### config.mk
export PLATFORM = sky130hd
export DESIGN_NAME = completion_head_tracker
export DESIGN_NICKNAME = d
export VERILOG_FILES = /design/src/rtl/core/cht_pkg.sv /design/src/rtl/core/cht_table_mem.sv /design/src/rtl/core/completion_head_tracker.sv
export SDC_FILE = /design/constraint.sdc
export NUM_CORES = 2
export LEC_CHECK = 0
export CAP_MARGIN = 40
export CORE_AREA = 2 2 278 349
export CTS_CLUSTER_DIAMETER = 80
export CTS_CLUSTER_SIZE = 10
export DETAILED_ROUTE_END_ITERATION = 6
export DIE_AREA = 0 0 280 351
export DONT_BUFFER_PORTS = 1
export GPL_TIMING_DRIVEN = 0
export PLACE_DENSITY = 0.68
export SETUP_SLACK_MARGIN = 0.4
export SLEW_MARGIN = 40
export SYNTH_ARGS = -nofsm -noshare
export SYNTH_HDL_FRONTEND = slang
export SYNTH_SLANG_ARGS = --single-unit
### constraint.sdc
create_clock -name clk_i -period 9.6 [get_ports clk_i]
set_input_delay 0.48 -clock clk_i [delete_from_list [all_inputs] [get_ports clk_i]]
set_output_delay 0.48 -clock clk_i [all_outputs]
set_load 0.01 [all_outputs]
### src/rtl/core/cht_pkg.sv
// Shared types and constants for the completion head tracker.
// No dependencies; imported by the table memory and the top level.
package cht_pkg;

  // Sequence number and field widths
  localparam int unsigned SeqW     = 32;
  localparam int unsigned ModeW    = 2;
  localparam int unsigned UsedOutW = 6;

  // Largest sequence number; the head never moves past it
  localparam logic [SeqW-1:0] SeqMax = {SeqW{1'b1}};

  // Operation codes carried in the low bits of the input item
  typedef enum logic [ModeW-1:0] {
    MODE_QUERY   = 2'd0,
    MODE_MARK    = 2'd1,
    MODE_RESTART = 2'd2
  } mode_e;

endpackage

### src/rtl/core/cht_table_mem.sv
// Out-of-order entry store: one write port, one read port, registered read data.
// Depends on cht_pkg for the sequence number width.
module cht_table_mem #(
  parameter int unsigned Depth = 32,
  parameter int unsigned AddrW = 5
) (
  input  logic                     clk_i,
  input  logic                     we_i,
  input  logic [AddrW-1:0]         waddr_i,
  input  logic [cht_pkg::SeqW-1:0] wdata_i,
  input  logic                     re_i,
  input  logic [AddrW-1:0]         raddr_i,
  output logic [cht_pkg::SeqW-1:0] rdata_o
);
  import cht_pkg::*;

  logic [SeqW-1:0] mem_q [Depth];
  logic [SeqW-1:0] rdata_q;

  // Write one entry
  always_ff @(posedge clk_i) begin
    if (we_i) begin
      mem_q[waddr_i] <= wdata_i;
    end
  end

  // Read one entry, data valid next cycle
  always_ff @(posedge clk_i) begin
    if (re_i) begin
      rdata_q <= mem_q[raddr_i];
    end
  end

  assign rdata_o = rdata_q;

endmodule

### src/rtl/core/completion_head_tracker.sv
// Top level of the completion head tracker: stream ports, sequencer, result register.
// Depends on cht_pkg and cht_table_mem.
//
// Tracks finished sequence numbers as a cumulative head plus a table of up to
// TABLE_DEPTH finished numbers above the head. Each input item queries, marks or
// restarts, and yields one result item. Items are worked one at a time; the input
// is taken again as soon as the result is in the output register. A restart or an
// item whose number is at or below the head skips the table scan. Any other item
// scans the table through the single read port of the entry memory, one entry a
// cycle. A mark that fills the gap above the head then rescans the table for each
// entry absorbed into the head.
module completion_head_tracker #(
  parameter int unsigned TABLE_DEPTH = 32
) (
  input  logic        clk_i,
  input  logic        rst_ni,
  // Input item: [1:0] mode, [33:2] sequence_req, [39:34] zero
  input  logic        s_axis_tvalid,
  output logic        s_axis_tready,
  input  logic [39:0] s_axis_tdata,
  // Result item: [0] was_finished, [32:1] head_value, [38:33] table_used,
  // [39] marker_lost
  output logic        m_axis_tvalid,
  input  logic        m_axis_tready,
  output logic [39:0] m_axis_tdata
);
  import cht_pkg::*;

  localparam int unsigned UsedW = $clog2(TABLE_DEPTH + 1);
  localparam int unsigned AddrW = (TABLE_DEPTH > 1) ? $clog2(TABLE_DEPTH) : 1;

  typedef enum logic [4:0] {
    ST_IDLE    = 5'b00001,
    ST_SCAN    = 5'b00010,
    ST_MOVE_RD = 5'b00100,
    ST_MOVE_WR = 5'b01000,
    ST_DONE    = 5'b10000
  } state_e;

  state_e state_q, state_d;

  // Architectural state
  logic [SeqW-1:0]  head_q, head_d;
  logic [UsedW-1:0] used_q, used_d;

  // Per-item control
  logic             mark_q, mark_d;
  logic             absorb_q, absorb_d;
  logic [UsedW-1:0] idx_q, idx_d;
  logic             pend_q, pend_d;
  logic             was_q, was_d;
  logic             lost_q, lost_d;
  logic             out_valid_q, out_valid_d;

  // Per-item payload
  logic [SeqW-1:0]  seq_q, seq_d;
  logic [SeqW-1:0]  target_q, target_d;
  logic [AddrW-1:0] pidx_q, pidx_d;
  logic [AddrW-1:0] hit_idx_q, hit_idx_d;
  logic             out_was_q, out_lost_q;
  logic [SeqW-1:0]  out_head_q;
  logic [UsedOutW-1:0] out_used_q;
  logic             out_load;

  // Memory port
  logic             mem_we, mem_re;
  logic [AddrW-1:0] mem_waddr, mem_raddr;
  logic [SeqW-1:0]  mem_wdata, mem_rdata;

  // Decoded input and helpers
  mode_e            mode_in;
  logic [SeqW-1:0]  seq_in;
  logic             in_mark, in_restart;
  logic             rd_en, hit, miss;
  logic [UsedW-1:0] used_m1;
  logic [UsedW+UsedOutW-1:0] used_ext;

  assign mode_in = mode_e'(s_axis_tdata[ModeW-1:0]);
  assign seq_in  = s_axis_tdata[ModeW+SeqW-1:ModeW];
  assign used_m1 = used_q - UsedW'(1);
  assign used_ext = (UsedW + UsedOutW)'(used_q);

  // Decode the operation; an unused code acts as a query
  always_comb begin
    in_mark    = 1'b0;
    in_restart = 1'b0;
    case (mode_in)
      MODE_MARK:    in_mark = 1'b1;
      MODE_RESTART: in_restart = 1'b1;
      MODE_QUERY:   in_mark = 1'b0;
      default:      in_mark = 1'b0;
    endcase
  end

  // Scan pipeline: issue a read per cycle, compare the returned data in the next cycle
  assign rd_en = (idx_q < used_q);
  assign hit   = pend_q && (mem_rdata == target_q);
  assign miss  = !rd_en && !pend_q;

  assign s_axis_tready = (state_q == ST_IDLE);
  assign out_load      = (state_q == ST_DONE) && (!out_valid_q || m_axis_tready);

  // Sequencer
  always_comb begin
    state_d   = state_q;
    head_d    = head_q;
    used_d    = used_q;
    mark_d    = mark_q;
    absorb_d  = absorb_q;
    idx_d     = idx_q;
    pend_d    = 1'b0;
    was_d     = was_q;
    lost_d    = lost_q;
    seq_d     = seq_q;
    target_d  = target_q;
    pidx_d    = pidx_q;
    hit_idx_d = hit_idx_q;
    mem_we    = 1'b0;
    mem_waddr = used_q[AddrW-1:0];
    mem_wdata = seq_q;
    mem_re    = 1'b0;
    mem_raddr = idx_q[AddrW-1:0];

    case (state_q)
      ST_IDLE: begin
        if (s_axis_tvalid) begin
          mark_d   = in_mark;
          seq_d    = seq_in;
          was_d    = 1'b0;
          lost_d   = 1'b0;
          absorb_d = 1'b0;
          if (in_restart) begin
            head_d  = seq_in;
            used_d  = '0;
            state_d = ST_DONE;
          end else if (seq_in <= head_q) begin
            was_d   = 1'b1;
            state_d = ST_DONE;
          end else begin
            target_d = seq_in;
            idx_d    = '0;
            state_d  = ST_SCAN;
          end
        end
      end

      ST_SCAN: begin
        mem_re = rd_en;
        if (rd_en) begin
          idx_d  = idx_q + UsedW'(1);
          pend_d = 1'b1;
        end
        pidx_d = idx_q[AddrW-1:0];
        if (hit) begin
          pend_d = 1'b0;
          if (absorb_q) begin
            hit_idx_d = pidx_q;
            state_d   = ST_MOVE_RD;
          end else begin
            was_d   = 1'b1;
            state_d = ST_DONE;
          end
        end else if (miss) begin
          if (absorb_q || !mark_q) begin
            state_d = ST_DONE;
          end else if (used_q == UsedW'(TABLE_DEPTH)) begin
            // Table full: drop the mark
            lost_d  = 1'b1;
            state_d = ST_DONE;
          end else if (seq_q == (head_q + 32'd1)) begin
            // Mark closes the gap: move the head, then absorb followers
            head_d = seq_q;
            if (seq_q == SeqMax) begin
              state_d = ST_DONE;
            end else begin
              absorb_d = 1'b1;
              target_d = seq_q + 32'd1;
              idx_d    = '0;
            end
          end else begin
            // Store the out-of-order number at the end of the table
            mem_we  = 1'b1;
            used_d  = used_q + UsedW'(1);
            state_d = ST_DONE;
          end
        end
      end

      ST_MOVE_RD: begin
        // Fetch the last entry to fill the hole left by the absorbed one
        mem_re    = 1'b1;
        mem_raddr = used_m1[AddrW-1:0];
        state_d   = ST_MOVE_WR;
      end

      ST_MOVE_WR: begin
        mem_we    = 1'b1;
        mem_waddr = hit_idx_q;
        mem_wdata = mem_rdata;
        used_d    = used_m1;
        head_d    = head_q + 32'd1;
        if (head_q == (SeqMax - 32'd1)) begin
          state_d = ST_DONE;
        end else begin
          target_d = head_q + 32'd2;
          idx_d    = '0;
          state_d  = ST_SCAN;
        end
      end

      ST_DONE: begin
        if (out_load) begin
          state_d = ST_IDLE;
        end
      end

      default: begin
        state_d = ST_IDLE;
      end
    endcase
  end

  // Output valid: drop on handshake, set on load
  always_comb begin
    out_valid_d = out_valid_q;
    if (m_axis_tready) begin
      out_valid_d = 1'b0;
    end
    if (out_load) begin
      out_valid_d = 1'b1;
    end
  end

  // Control registers
  always_ff @(posedge clk_i or negedge rst_ni) begin
    if (!rst_ni) begin
      state_q     <= ST_IDLE;
      head_q      <= '0;
      used_q      <= '0;
      mark_q      <= 1'b0;
      absorb_q    <= 1'b0;
      idx_q       <= '0;
      pend_q      <= 1'b0;
      was_q       <= 1'b0;
      lost_q      <= 1'b0;
      out_valid_q <= 1'b0;
    end else begin
      state_q     <= state_d;
      head_q      <= head_d;
      used_q      <= used_d;
      mark_q      <= mark_d;
      absorb_q    <= absorb_d;
      idx_q       <= idx_d;
      pend_q      <= pend_d;
      was_q       <= was_d;
      lost_q      <= lost_d;
      out_valid_q <= out_valid_d;
    end
  end

  // Payload registers
  always_ff @(posedge clk_i) begin
    seq_q     <= seq_d;
    target_q  <= target_d;
    pidx_q    <= pidx_d;
    hit_idx_q <= hit_idx_d;
    if (out_load) begin
      out_was_q  <= was_q;
      out_lost_q <= lost_q;
      out_head_q <= head_q;
      out_used_q <= used_ext[UsedOutW-1:0];
    end
  end

  cht_table_mem #(
    .Depth (TABLE_DEPTH),
    .AddrW (AddrW)
  ) u_table_mem (
    .clk_i   (clk_i),
    .we_i    (mem_we),
    .waddr_i (mem_waddr),
    .wdata_i (mem_wdata),
    .re_i    (mem_re),
    .raddr_i (mem_raddr),
    .rdata_o (mem_rdata)
  );

  assign m_axis_tvalid = out_valid_q;
  assign m_axis_tdata  = {out_lost_q, out_used_q, out_head_q, out_was_q};

endmodule
==> results.md <==
* Remaining antenna violation count at 0
* Clock insertion delay at the later pin of the skew report at 740 ps
* H-tree depth at 4
* Slowest CP cell: nor4_1
* CTS Buf Count at 141
* Die Height at 351 um
* CTS Buffer Depth at 3
* Critical Path Max Stage Delay at 660 ps
* Iteration-0 DRC Markers at 3069
* Worst Setup Start Kind: flop
* Worst path bufs/invs at 7
* Combinational family with the most area after synthesis: multiplexers
* Wire length per cell at 31.4 um
* Largest cells by area after synthesis: edfxtp_1, mux4_2, dfrtp_1
* Max capacitance violation total at 0
* Max Clk Rate at 0.162 GHz
* Sum Neg Setup Slack at 0 ps
* Clock Skew at 28.2 ps
* Required @ worst endpoint at 10010 ps
* Root Buffer: clkbuf_16
* Power density cells at 253 nW/um^2
* Levels on crit path at 17
* PnR worst setup slack at 3440 ps
* Fraction of the mapped netlist area in simple logic gates at 0.0573
* Number of enable flip-flop cells after synthesis at 1170
* Rows at 127
* Multiplexer area fraction after synthesis at 0.138
* Largest net degree at the start of global routing at 56
* First-pass GRT wire length at 210000 um
* Static Leak at 19.9 nW
* Peak VDD IR at 180 uV
* Cells after synthesis at 2983
* Xor-xnor portion of the synthesized cell area at 0.0253
* Outcome: finished clean
* Worst path top cell family by delay: simple AND/OR/NAND/NOR gates
* Area share of the largest cell type after synthesis at 0.679
* Min-Delay Path Class: in2reg
* Core footprint at 95200 um^2
* Total vias in the final route at 29400
* Dpl hpwl at 104000 um
* WHS Endpoint: target_q[8]
* Synth cell types at 86
* Total routed wirelength at 144000 um
* Initial Util at 0.544
* TritonCTS clock tree: yes
* Post-synthesis adder-cell area fraction at 0.0106
* Port bufs at 0
* Syn Area/Cell at 17.4 um^2
* Crit-path max FO at 10
* Nets at 3413
* Register bit total from synthesis at 1225
* Least-Margin Pin Slew at 955 ps
* Hold Path Stages at 2
* I/O pin cnt at 86
* Final Core Density at 0.623
* Worst R2R Start: head_q[2]
* GRT Total Usage at 0.297
* Fraction of layout cells with a size suffix above 1 at 0.247
* Synth Cell Area at 51800 um^2
* CP most frequent cell: buf_2
* Final Setup Violations at 0
* Crit path DAT at 6560 ps
* DRC errors left at 0
* Synth warn at 0
* Antenna violations before repair at 0
* Die W at 280 um
* Synth Area in Compound Gates at 0.0447
* Tcrit/Tclk final at 0.641
* Area growth syn-to-layout at 14.6%
* Die area at 98300 um^2
* Primary FF master, synth: edfxtp_1
* Crit path cell chain: ha_1, and4_1, nand4_1, buf_2, nor4_1, xnor2_1, o21ai_0, or4_4, o21a_4, a32oi_4, buf_6, nor3_2, buf_6, buf_2, buf_4, buf_2, buf_2
* Vias in the first global route at 30400
* Total gr overflow at 0
* Min-delay src: s_axis_tdata[10]
* R2r setup slk at 3440 ps
* Min cycle time layout at 6160 ps
* Clock Pin Slew Worst Setup and Hold Paths at 60 ps
* Setup WS pre-CTS at 3560 ps
* Post-synthesis sequential area ratio at 0.705
* Critical path capture point type: flop
* Gpl congestion at 0.987
* RR Endpoint: u_table_mem.mem_q[14][27]
* Total Power at 0.0150 W
* Slew Limit Fails at 0
* Post-synthesis cell type with the largest combined area: edfxtp_1
* Final hold vios at 0
* WS Path Type: reg2reg
* Max-slew headroom at 0.362
* First-pass DRT Iterations at 5
* Clock sinks at 1225
* RSZ-0062 raised after global routing: false
* Via density per instance at 6.41
* Reg2Reg Depth at 17
* Post-synthesis async set-or-reset flop share at 0.0449
* Syn Nets at 3071
placed cells by master, fill, tap and decap left out, drive strengths merged, types with 44 or more instances in the layout:
cell type and n:
mux2i 66, buf 231, o21ai 82, ha 44
mux4 256, inv 57, clkbuf 277, edfxtp 1170
nand2 227, nor2 102, a21oi 78, xnor2 109
dfrtp 54, nor3 69, mux2 65, nand3 45
nand4 47
worst max path at each step:
stage | start | endpoint
global route | head_q[2] | u_table_mem.mem_q[2][25]
finish | head_q[2] | u_table_mem.mem_q[14][27]
floorplan | used_q[0] | u_table_mem.mem_q[10][0]
global placement | head_q[23] | u_table_mem.mem_q[22][26]
CTS | head_q[2] | u_table_mem.mem_q[24][25]
detailed placement | head_q[2] | u_table_mem.mem_q[14][24]
state kept, by name (all words and copies together) (netlist names):
| name | cells |
|---|---|
| u_table_mem.rdata_o | 32 |
| u_table_mem.mem_q | 1024 |
| used_q | 6 |
| out_lost_q | 1 |
| head_q | 32 |
| pend_q | 1 |
| hit_idx_q | 5 |
| was_q | 1 |
| out_used_q | 6 |
| seq_q | 32 |
| mark_q | 1 |
| out_was_q | 1 |
| lost_q | 1 |
| state_q | 5 |
| absorb_q | 1 |
| m_axis_tvalid | 1 |
| out_head_q | 32 |
| pidx_q | 5 |
| idx_q | 6 |
| target_q | 32 |
layer usage:
layer | track usage | wire, um | share of wire
met3 | 0.0451 | 8330 | 0.058
met5 | 0 | 0 | 0
met1 | 0.369 | 54400 | 0.38
met2 | 0.507 | 73300 | 0.51
met4 | 0.158 | 8040 | 0.056
where the power goes:
part           switching, W  internal (W)  total (W)
clock               0.00199       0.00271    0.00470
sequential         0.000196       0.00632    0.00652
combinational       0.00233       0.00143    0.00376
kinds of logic (layout without fill, tap and decap cells):
family	after synthesis	in the layout
muxes	387	387
buffers and inverters	237	612
AOI/OAI and AO/OA	347	347
adders and majority gates	44	44
other	0	1
and+or+nand+nor	596	596
DFF	1225	1225
xor gates and xnor gates	147	147
cells in the mapped netlist (5+ instances only):
library cell  number
o21ai_0           80
mux2_2            65
a211oi_1          10
a21o_1             7
nor3_1            68
buf_1             43
nor4_1            15
buf_4             10
edfxtp_1        1170
o31ai_1            9
mux2i_1           66
nand4_1           42
a21oi_1           78
or4_1              5
o221ai_1          14
ha_1              44
nand2b_1           7
a31oi_1           10
nor2_1           102
nor2b_1            5
nor3b_1            7
clkbuf_1         112
nand3_1           44
o22ai_1           17
a22oi_1           22
a221oi_1          15
dfrtp_1           54
and4_1            11
xor2_1            37
mux4_2           256
o211ai_1          43
inv_1             49
nand2_1          227
buf_2             19
xnor2_1          108
and3_1            24
nand3b_1           7
through the flow:
step / area (um^2) / std cells / hold WS (ps)
final: 59300 / 4584 / 26.4
after global routing: 59300 / 4583 / 16.1
after CTS: 59200 / 4582 / 0.631
after detailed placement: 55000 / 4368 / 186
after global placement: 53300 / 4208 / 187
after floorplan: 51800 / 2983 / 184
repair_timing:
action | CTS | global route
hold buffers | 38 | 0
endpoints found under the setup margin | 0 | 0
hold endpoints to repair | 118 | 0
buffers inserted | 0 | 0
gates resized for setup | 0 | 0
layout make-up:
class                   instances  area, um^2
flip-flops and latches       1225       36500
fillers                      6731       35900
multi-input cells            1521       14700
clock buffers                 160        3620
repair buffers                199        1630
well taps                    1225        1530
plain buffers                 186         828
clock inverters                16         250
inverters                      51         194
diodes                          1        2.50
No activity file was read; power rests on OpenSTA's default activity.
